==> config.mk <==
export PLATFORM = sky130hd
export DESIGN_NAME = broadcast_fifo_eight_readers_core
export DESIGN_NICKNAME = d
export VERILOG_FILES = /design/src/hw/rtl/bfer_pkg.sv /design/src/hw/rtl/broadcast_fifo_eight_readers_core.sv /design/src/hw/rtl/bfer_queue.sv /design/src/hw/rtl/bfer_front.sv /design/src/hw/rtl/bfer_back.sv
export SDC_FILE = /design/constraint.sdc
export NUM_CORES = 1
export LEC_CHECK = 0
export ABC_AREA = 1
export BUFFER_PORTS_ARGS = -buffer_cell sky130_fd_sc_hd__buf_2
export CAP_MARGIN = 20
export CORE_UTILIZATION = 36
export CTS_CLUSTER_DIAMETER = 100
export DETAILED_ROUTE_END_ITERATION = 10
export GPL_TIMING_DRIVEN = 0
export HOLD_SLACK_MARGIN = 0.08
export PLACE_DENSITY = 0.52
export SYNTH_ARGS = -nofsm -noshare
export SYNTH_HDL_FRONTEND = slang
export SYNTH_HIERARCHICAL = 1
export SYNTH_SLANG_ARGS = --single-unit
==> constraint.sdc <==
create_clock -name clk -period 3.3 [get_ports clk]
set_input_delay 0.66 -clock clk [delete_from_list [all_inputs] [get_ports clk]]
set_output_delay 0.66 -clock clk [all_outputs]
set_load 0.05 [all_outputs]
==> src/hw/rtl/bfer_pkg.sv <==
// Package: shared constants, codes and payload types for the broadcast FIFO.
package bfer_pkg;

  localparam int FIFO_DEPTH  = 16;
  localparam int QUEUE_DEPTH = 2;
  localparam int RDR_W       = 3;
  localparam int READERS     = 1 << RDR_W;
  localparam int REG_W       = 5;

  localparam logic [REG_W-1:0] CAPACITY_RST = REG_W'(10);
  localparam logic [REG_W-1:0] XLIMIT_RST   = REG_W'(8);

  localparam logic CFG_CAPACITY = 1'b0;
  localparam logic CFG_XLIMIT   = 1'b1;

  localparam logic MODE_PUT = 1'b0;
  localparam logic MODE_GET = 1'b1;

  localparam logic [2:0] ST_OK     = 3'd0;
  localparam logic [2:0] ST_FULL   = 3'd1;
  localparam logic [2:0] ST_XLIMIT = 3'd2;
  localparam logic [2:0] ST_EMPTY  = 3'd3;
  localparam logic [2:0] ST_READ   = 3'd4;

  typedef struct packed {
    logic             mode;
    logic [RDR_W-1:0] reader;
    logic [7:0]       item_value;
    logic             express;
  } req_t;

  typedef struct packed {
    logic [2:0] status;
    logic [7:0] head_value;
    logic       head_express;
    logic       removed;
  } rsp_t;

  typedef struct packed {
    logic             is_put;
    logic             reader_ok;
    logic [RDR_W-1:0] reader;
    logic [7:0]       item_value;
    logic             express;
  } cmd_t;

  typedef enum logic {
    BK_IDLE,
    BK_EXEC
  } back_state_t;

endpackage

==> src/hw/rtl/broadcast_fifo_eight_readers_core.sv <==
// Top level: broadcast FIFO with eight readers, queue-style request and result ports.
// Path: an accepted request passes the command queue, the back end (IDLE, then EXEC) and
// the result queue; the back end waits while the result queue is full and takes no new
// command until the last has executed, set by the head-entry read before each update.
// Reset (rst, synchronous): empties all queues and the FIFO, clears read marks,
// capacity returns to 10 and express limit to 8; entry memory contents are kept.
module broadcast_fifo_eight_readers_core
  import bfer_pkg::*;
#(
  parameter int DEPTH = FIFO_DEPTH
) (
  input  logic             clk,
  input  logic             rst,
  input  logic             push,
  output logic             full,
  input  req_t             request,
  input  logic             pop,
  output logic             empty,
  output rsp_t             result,
  input  logic             cfg_write,
  input  logic             cfg_index,
  input  logic [REG_W-1:0] cfg_data
);

  cmd_t                    cmd;
  logic                    cmd_empty;
  logic                    cmd_pop;
  logic                    res_full;
  logic                    res_push;
  rsp_t                    res;
  logic [$bits(rsp_t)-1:0] res_bits;

  bfer_front u_front (
    .clk       (clk),
    .rst       (rst),
    .push      (push),
    .request   (request),
    .full      (full),
    .cmd_pop   (cmd_pop),
    .cmd       (cmd),
    .cmd_empty (cmd_empty)
  );

  bfer_back #(
    .DEPTH (DEPTH)
  ) u_back (
    .clk       (clk),
    .rst       (rst),
    .cfg_write (cfg_write),
    .cfg_index (cfg_index),
    .cfg_data  (cfg_data),
    .cmd       (cmd),
    .cmd_empty (cmd_empty),
    .cmd_pop   (cmd_pop),
    .res_full  (res_full),
    .res_push  (res_push),
    .res       (res)
  );

  bfer_queue #(
    .WIDTH  ($bits(rsp_t)),
    .QDEPTH (QUEUE_DEPTH)
  ) u_res_q (
    .clk   (clk),
    .rst   (rst),
    .push  (res_push),
    .wdata (res),
    .full  (res_full),
    .pop   (pop),
    .rdata (res_bits),
    .empty (empty)
  );

  assign result = rsp_t'(res_bits);

endmodule

==> src/hw/rtl/bfer_queue.sv <==
// Small register queue used between the front, the back and the result port.
module bfer_queue #(
  parameter int WIDTH = 8,
  parameter int QDEPTH = 2
) (
  input  logic             clk,
  input  logic             rst,
  input  logic             push,
  input  logic [WIDTH-1:0] wdata,
  output logic             full,
  input  logic             pop,
  output logic [WIDTH-1:0] rdata,
  output logic             empty
);

  localparam int PW = (QDEPTH > 1) ? $clog2(QDEPTH) : 1;
  localparam int CW = $clog2(QDEPTH + 1);

  logic [WIDTH-1:0] slots [QDEPTH];
  logic [PW-1:0]    wptr;
  logic [PW-1:0]    rptr;
  logic [CW-1:0]    count;
  logic             do_push;
  logic             do_pop;

  assign full    = (count == CW'(QDEPTH));
  assign empty   = (count == '0);
  assign do_push = push && !full;
  assign do_pop  = pop && !empty;
  assign rdata   = slots[rptr];

  always_ff @(posedge clk) begin
    if (do_push) begin
      slots[wptr] <= wdata;
    end
  end

  always_ff @(posedge clk) begin
    if (rst) begin
      wptr  <= '0;
      rptr  <= '0;
      count <= '0;
    end else begin
      if (do_push) begin
        wptr <= (wptr == PW'(QDEPTH - 1)) ? '0 : wptr + 1'b1;
      end
      if (do_pop) begin
        rptr <= (rptr == PW'(QDEPTH - 1)) ? '0 : rptr + 1'b1;
      end
      if (do_push && !do_pop) begin
        count <= count + 1'b1;
      end else if (do_pop && !do_push) begin
        count <= count - 1'b1;
      end
    end
  end

endmodule

==> src/hw/rtl/bfer_front.sv <==
// Front end: accepts requests, classifies them and queues commands for the back end.
module bfer_front
  import bfer_pkg::*;
(
  input  logic clk,
  input  logic rst,
  input  logic push,
  input  req_t request,
  output logic full,
  input  logic cmd_pop,
  output cmd_t cmd,
  output logic cmd_empty
);

  cmd_t                 cmd_in;
  logic [$bits(cmd_t)-1:0] cmd_bits;

  always_comb begin
    cmd_in.is_put     = (request.mode == MODE_PUT);
    cmd_in.reader_ok  = (int'(request.reader) < READERS);
    cmd_in.reader     = request.reader;
    cmd_in.item_value = request.item_value;
    cmd_in.express    = request.express;
  end

  bfer_queue #(
    .WIDTH  ($bits(cmd_t)),
    .QDEPTH (QUEUE_DEPTH)
  ) u_cmd_q (
    .clk   (clk),
    .rst   (rst),
    .push  (push),
    .wdata (cmd_in),
    .full  (full),
    .pop   (cmd_pop),
    .rdata (cmd_bits),
    .empty (cmd_empty)
  );

  assign cmd = cmd_t'(cmd_bits);

endmodule

==> src/hw/rtl/bfer_back.sv <==
// Back end: entry memory, head pointer, counts, read marks and config registers.
module bfer_back
  import bfer_pkg::*;
#(
  parameter int DEPTH = FIFO_DEPTH
) (
  input  logic             clk,
  input  logic             rst,
  input  logic             cfg_write,
  input  logic             cfg_index,
  input  logic [REG_W-1:0] cfg_data,
  input  cmd_t             cmd,
  input  logic             cmd_empty,
  output logic             cmd_pop,
  input  logic             res_full,
  output logic             res_push,
  output rsp_t             res
);

  localparam int PW   = $clog2(DEPTH);
  localparam int CNTW = $clog2(DEPTH + 1);
  localparam int CW   = (CNTW > REG_W) ? CNTW : REG_W;
  localparam int SW   = CNTW + 1;

  back_state_t      state;
  back_state_t      state_next;
  cmd_t             cur;
  logic [8:0]       entries [DEPTH];
  logic [8:0]       head_entry;
  logic [PW-1:0]    head;
  logic [CNTW-1:0]  count;
  logic [CNTW-1:0]  xcount;
  logic [READERS-1:0] marks;
  logic [REG_W-1:0] capacity;
  logic [REG_W-1:0] xlimit;

  logic [CW-1:0]      cap_eff;
  logic               put_full;
  logic               put_drop;
  logic               put_ok;
  logic               get_empty;
  logic               get_marked;
  logic               get_ok;
  logic [READERS-1:0] marks_set;
  logic               pop_head;
  logic [SW-1:0]      slot_sum;
  logic [PW-1:0]      slot;
  logic [PW-1:0]      head_inc;
  logic               exec;

  always_comb begin
    state_next = state;
    unique case (state)
      BK_IDLE: begin
        if (!cmd_empty && !res_full) begin
          state_next = BK_EXEC;
        end
      end
      BK_EXEC: begin
        state_next = BK_IDLE;
      end
      default: state_next = BK_IDLE;
    endcase
  end

  always_comb begin
    cmd_pop  = 1'b0;
    res_push = 1'b0;
    exec     = 1'b0;
    unique case (state)
      BK_IDLE: cmd_pop = !cmd_empty && !res_full;
      BK_EXEC: begin
        res_push = 1'b1;
        exec     = 1'b1;
      end
      default: ;
    endcase
  end

  always_comb begin
    cap_eff    = (CW'(capacity) > CW'(DEPTH)) ? CW'(DEPTH) : CW'(capacity);
    put_full   = (CW'(count) >= cap_eff);
    put_drop   = cur.express && (CW'(xcount) >= CW'(xlimit));
    put_ok     = !put_full && !put_drop;
    get_empty  = (count == '0);
    get_marked = !cur.reader_ok || marks[cur.reader];
    get_ok     = !get_empty && !get_marked;
    marks_set  = marks | (READERS'(1) << cur.reader);
    pop_head   = get_ok && (head_entry[8] || (&marks_set));
    slot_sum   = SW'(head) + SW'(count);
    slot       = (slot_sum >= SW'(DEPTH)) ? PW'(slot_sum - SW'(DEPTH)) : PW'(slot_sum);
    head_inc   = (head == PW'(DEPTH - 1)) ? '0 : head + 1'b1;

    res = '0;
    if (cur.is_put) begin
      if (put_full) begin
        res.status = ST_FULL;
      end else if (put_drop) begin
        res.status = ST_XLIMIT;
      end else begin
        res.status = ST_OK;
      end
    end else begin
      if (get_empty) begin
        res.status = ST_EMPTY;
      end else if (get_marked) begin
        res.status = ST_READ;
      end else begin
        res.status       = ST_OK;
        res.head_value   = head_entry[7:0];
        res.head_express = head_entry[8];
        res.removed      = pop_head;
      end
    end
  end

  always_ff @(posedge clk) begin
    if (exec && cur.is_put && put_ok) begin
      entries[slot] <= {cur.express, cur.item_value};
    end
    head_entry <= entries[head];
    if (cmd_pop) begin
      cur <= cmd;
    end
  end

  always_ff @(posedge clk) begin
    if (rst) begin
      state    <= BK_IDLE;
      head     <= '0;
      count    <= '0;
      xcount   <= '0;
      marks    <= '0;
      capacity <= CAPACITY_RST;
      xlimit   <= XLIMIT_RST;
    end else begin
      state <= state_next;
      if (cfg_write) begin
        unique case (cfg_index)
          CFG_CAPACITY: capacity <= cfg_data;
          CFG_XLIMIT:   xlimit   <= cfg_data;
          default: ;
        endcase
      end
      if (exec) begin
        if (cur.is_put) begin
          if (put_ok) begin
            count <= count + 1'b1;
            if (cur.express) begin
              xcount <= xcount + 1'b1;
            end
          end
        end else if (get_ok) begin
          if (head_entry[8]) begin
            head   <= head_inc;
            count  <= count - 1'b1;
            if (xcount != '0) begin
              xcount <= xcount - 1'b1;
            end
          end else if (&marks_set) begin
            head  <= head_inc;
            count <= count - 1'b1;
            marks <= '0;
          end else begin
            marks <= marks_set;
          end
        end
      end
    end
  end

endmodule

==> results.md <==
- The remaining design rule violation count is 0.
- The number of antenna cells inserted is 0.
- The type of the worst setup path is reg2reg.
- Setup repair after global routing could not meet its margin everywhere.
- The die is 178 um wide.
- TritonCTS built the clock tree.
- The clock net in this run drives a total of approximately 260 sinks.
- After synthesis, the netlist uses 44 different library cells.
- Measured along the y axis, the die boundary spans about 180 um.
- STA classifies the critical path endpoint as a flop.
- The flow ran to the end, and the final reports show no timing, DRC or antenna violations.
- The max capacitance violation total is 0.
- The area growth from synthesis to layout is 16.1%.
- The launch instance of the worst min-delay path is request[4].
- The critical-path cell with the highest stage delay is sky130_fd_sc_hd__nor2_1.
- The reg-to-reg startpoint is u_back/count[0].
- The power density normalized to cell area is 796 nW/um^2.
- The layout net count is 1056.
- The relative max-transition margin is 0.354.
- Clock-pin slew was measured on the worst setup and hold paths at about 60 ps.
- The pin count of the biggest net entering global routing is 20.
- In this run, the number of DRC markers left after iteration 0 of detailed routing was roughly 570.
- The root buffer cell chosen for the clock tree is sky130_fd_sc_hd__clkbuf_16.
- Along the worst hold path, the cell count comes to 1.
- The I/O pin count is 39.
- The number of levels in the clock H-tree is 1.
- The largest single stage delay on the critical path is around 800 ps.
- For this run, the share of the core covered by cells in the final layout is 0.430.
- The ratio of cells with drive above 1 in the final layout is 0.163.
- The initial core utilization is 0.370.
- The required time of the critical path is roughly 3500 ps.
- The count of mapped cells out of synthesis is around 930.
- The number of hold buffers added after CTS is 0.
- The die area is 31600 um^2.
- The placeable core region is between 30000 and 40000 um^2.
- The routed wirelength normalized by instance count is roughly 18 um.
- The maximum resistive drop on vdd is a little under 0.5 mV.
- Cell internal power was estimated by the tool at 0.00709 W.
- STA classifies the critical path startpoint as a flop.
- For this run, the top clock speed supported by timing is 0.311 GHz.
- The cell count after placement is around 1400.
- Of the total power, the share spent switching nets is 0.310.
- Of the total power, combinational logic draws 0.198.
- The first global-routing pass estimated between 30000 and 40000 um of wire.
- Before antenna repair, the detailed router went through 5 iterations.
- The endpoint of the worst setup timing path is u_back/entries[9][2].
- The global route total overflow is 0.
- Setup violations remaining at the end of the flow were counted as 0.
- The post-route fraction of the period consumed by the critical path is 0.974.
- The top cell type by total area after synthesis is sky130_fd_sc_hd__edfxtp_1.
- The largest fanout on the critical path is 9.
- Once detail routing completed, the nets flagged for antenna violations numbered 0.
- The number of antenna violations at the first check in global routing came to 0.
- Once detailed placement completed, the half-perimeter wirelength came to approximately 16000 um.
- The via count of the first global-routing pass was 6904.
- The final-report hold violation count is 0.
- During synthesis, Yosys emitted a total of 6 warnings.
- The total leakage power is ~4.6 nW.
- In this run the tool buffered the top-level ports with 38 buffer cells.
- The area fraction of the dominant cell type after synthesis is 0.572.
- The slew at the pin closest to its max-slew limit is around 970 ps.
- In the routed layout, each cell is associated on average with a via count of approximately 5.
- The later pin in the worst-skew pair is clocked with a latency of around 540 ps.
- The maximum buffer depth of the clock tree is 3.
- The switching power summed over all nets is roughly 0.0032 W.
- Walking the worst path, the cells encountered are inv_1 > ha_1 > inv_1 > nand2_1 > nand2_1 > o21ai_0 > nor2_1 > nand2_1 > nor2_1 > nand3_1 > nor2_1.
- Routability-driven placement finished with a final weighted congestion of 0.804.
- The clock skew is approximately 13 ps.
- The number of setup buffers added after CTS is 0.
- The mean instance size in the synthesized netlist is about 12 um^2.
- After filler insertion, the fill cell instance count of the layout stands at approximately 2800.
- For flop-to-flop paths, the worst setup slack is roughly 85 ps.
- The proportion of power drawn by flip-flops and latches is 0.466.
- The synthesis-stage register bit count is roughly 260.
- The share of the Yosys chip area taken by registers is 0.666.
- The number of placement rows is 63.
- In this run, post-CTS repair resized a total of 0 instances.
- The clock group share of total power is 0.336.
- The aggregate global-route resource usage is 0.161.
- The max-slew violation count is 0.
- The final critical-path required period is approximately 3200 ps.
- The vias after detailed routing is approximately 7000.
- The count of non-filler cells in the finished layout is 1419.
- The CTS buffer count is 28.
- The cell area after technology mapping is roughly 11000 um^2.
- In the final timing run, aggregate negative setup slack is 0 ps.
- Yosys attributes the largest share of cell area to sky130_fd_sc_hd__edfxtp_1 57%, sky130_fd_sc_hd__dfxtp_1 9.4%, sky130_fd_sc_hd__nor2_1 4.7%, sky130_fd_sc_hd__nand2_1 4.2%, sky130_fd_sc_hd__ha_1 2.5%.
- The type of the most critical hold path is in2reg.
- In this run the worst setup path begins at u_back/count[0].
- STA puts the critical path data arrival time at around 3400 ps.
- For this block, the routed nets add up to ~25000 um of wire.
- The worst register-to-register path ends at u_back/entries[9][2].
- For the worst flop-to-flop path, the logic depth is 11.
==> final cells by class <==
cell class	instances	area, um^2	share of cell area
tap	390	488	0.0378
clock inverter	20	279	0.0216
buffer	32	145	0.0112
multi-input combinational	573	3370	0.261
inverter	65	244	0.0189
clock buffer	32	747	0.0579
timing repair buffer	43	235	0.0182
sequential	264	7410	0.574
==> power by group through the flow <==
stage                     Combinational [W]  Clock [W]  Sequential, W
after floorplan                     0.00150          0        0.00462
after global placement              0.00196          0        0.00487
after detailed placement            0.00201          0        0.00487
after CTS                           0.00202    0.00352        0.00480
after global routing                0.00224    0.00365        0.00486
final                               0.00204    0.00345        0.00479
==> placed cells by master (no fill, tap or decap), drive strengths merged, types with 22 or more instances in the layout <==
cell / count
edfxtp: 212
nor2: 144
nand2: 137
inv: 62
o21ai: 59
buf: 59
nand3: 53
dfxtp: 52
clkbuf: 48
a21oi: 34
mux2: 27
ha: 22
==> cell families (layout without fill, tap and decap cells) <==
kind of cell	count (synthesis)	count (layout)	share of synthesized area
compound gates	137	137	0.0793
xor+xnor	12	12	0.00945
other cells	1	2	0.000337
simple gates	355	355	0.139
mux	42	42	0.0408
flops	264	264	0.666
buf+inv	97	192	0.0350
fa+ha+maj	25	25	0.0302
==> state kept, by name, summed over array words and instances, names as in the netlist, named ones only <==
register               count
u_res_q/count              2
u_res_q/wptr               1
u_res_q/rptr               1
u_back/state               1
u_back/marks               8
u_back/xcount              5
u_back/count               5
u_front/u_cmd_q/rptr       1
u_res_q/slots             26
u_back/entries           144
u_back/head_entry          9
u_front/u_cmd_q/slots     28
u_front/u_cmd_q/count      2
u_back/cur                14
u_back/head                4
u_front/u_cmd_q/wptr       1
u_back/xlimit              5
u_back/capacity            5
==> critical path, delay by kind of cell (launching register included) <==
family / cells / cell delay [ps]
simple gates: 7 / 1800
flops: 1 / 440
compound gates: 1 / 90
fa+ha+maj: 1 / 300
buf+inv: 2 / 190
==> layer usage <==
metal  vias up  part of all wire  track usage
met5         -                 0      0.00321
met4         0             0.032       0.0634
met3        49             0.049       0.0272
met2       162              0.45        0.248
met1      3425              0.47        0.226
li1       3481                 -            -
==> Yosys cell counts (all sizes together) <==
| master | number |
|---|---|
| edfxtp | 212 |
| nor2 | 144 |
| nand2 | 137 |
| inv | 62 |
| o21ai | 59 |
| nand3 | 53 |
| dfxtp | 52 |
| a21oi | 34 |
| mux2 | 27 |
| ha | 22 |
| o32ai | 21 |
| buf | 16 |
| clkbuf | 16 |
| mux2i | 15 |
| o221ai | 15 |
| nand4 | 13 |
| xnor2 | 6 |
| xor2 | 6 |
| nor3 | 4 |
| o211ai | 4 |
| clkinv | 3 |
| fa | 3 |
| o21bai | 3 |
| and2 | 2 |
| a21boi | 1 |
| and3 | 1 |
| conb | 1 |
| nor4 | 1 |
==> worst min-delay path by stage <==
| stage | endpoint |
|---|---|
| after CTS | u_front/u_cmd_q/slots[0][4] |
| after floorplan | u_back/capacity[1] |
| after detailed placement | u_back/capacity[1] |
| after global routing | u_front/u_cmd_q/slots[0][5] |
| after global placement | u_back/capacity[1] |
| final | u_front/u_cmd_q/slots[1][4] |
==> stage by stage <==
step / instance area (um^2) / hold WS [ps] / setup slack (ps) / total power, W
3_3_place_gp: 11800 / 449 / -189 / 0.00683
2_1_floorplan: 11100 / 429 / 798 / 0.00612
5_1_grt: 12900 / 290 / -131 / 0.0107
4_1_cts: 12900 / 283 / 79.8 / 0.0103
3_5_place_dp: 11800 / 445 / 99.8 / 0.00689
6_report: 12900 / 306 / 84.8 / 0.0103
(Power assumes the default switching activity.)
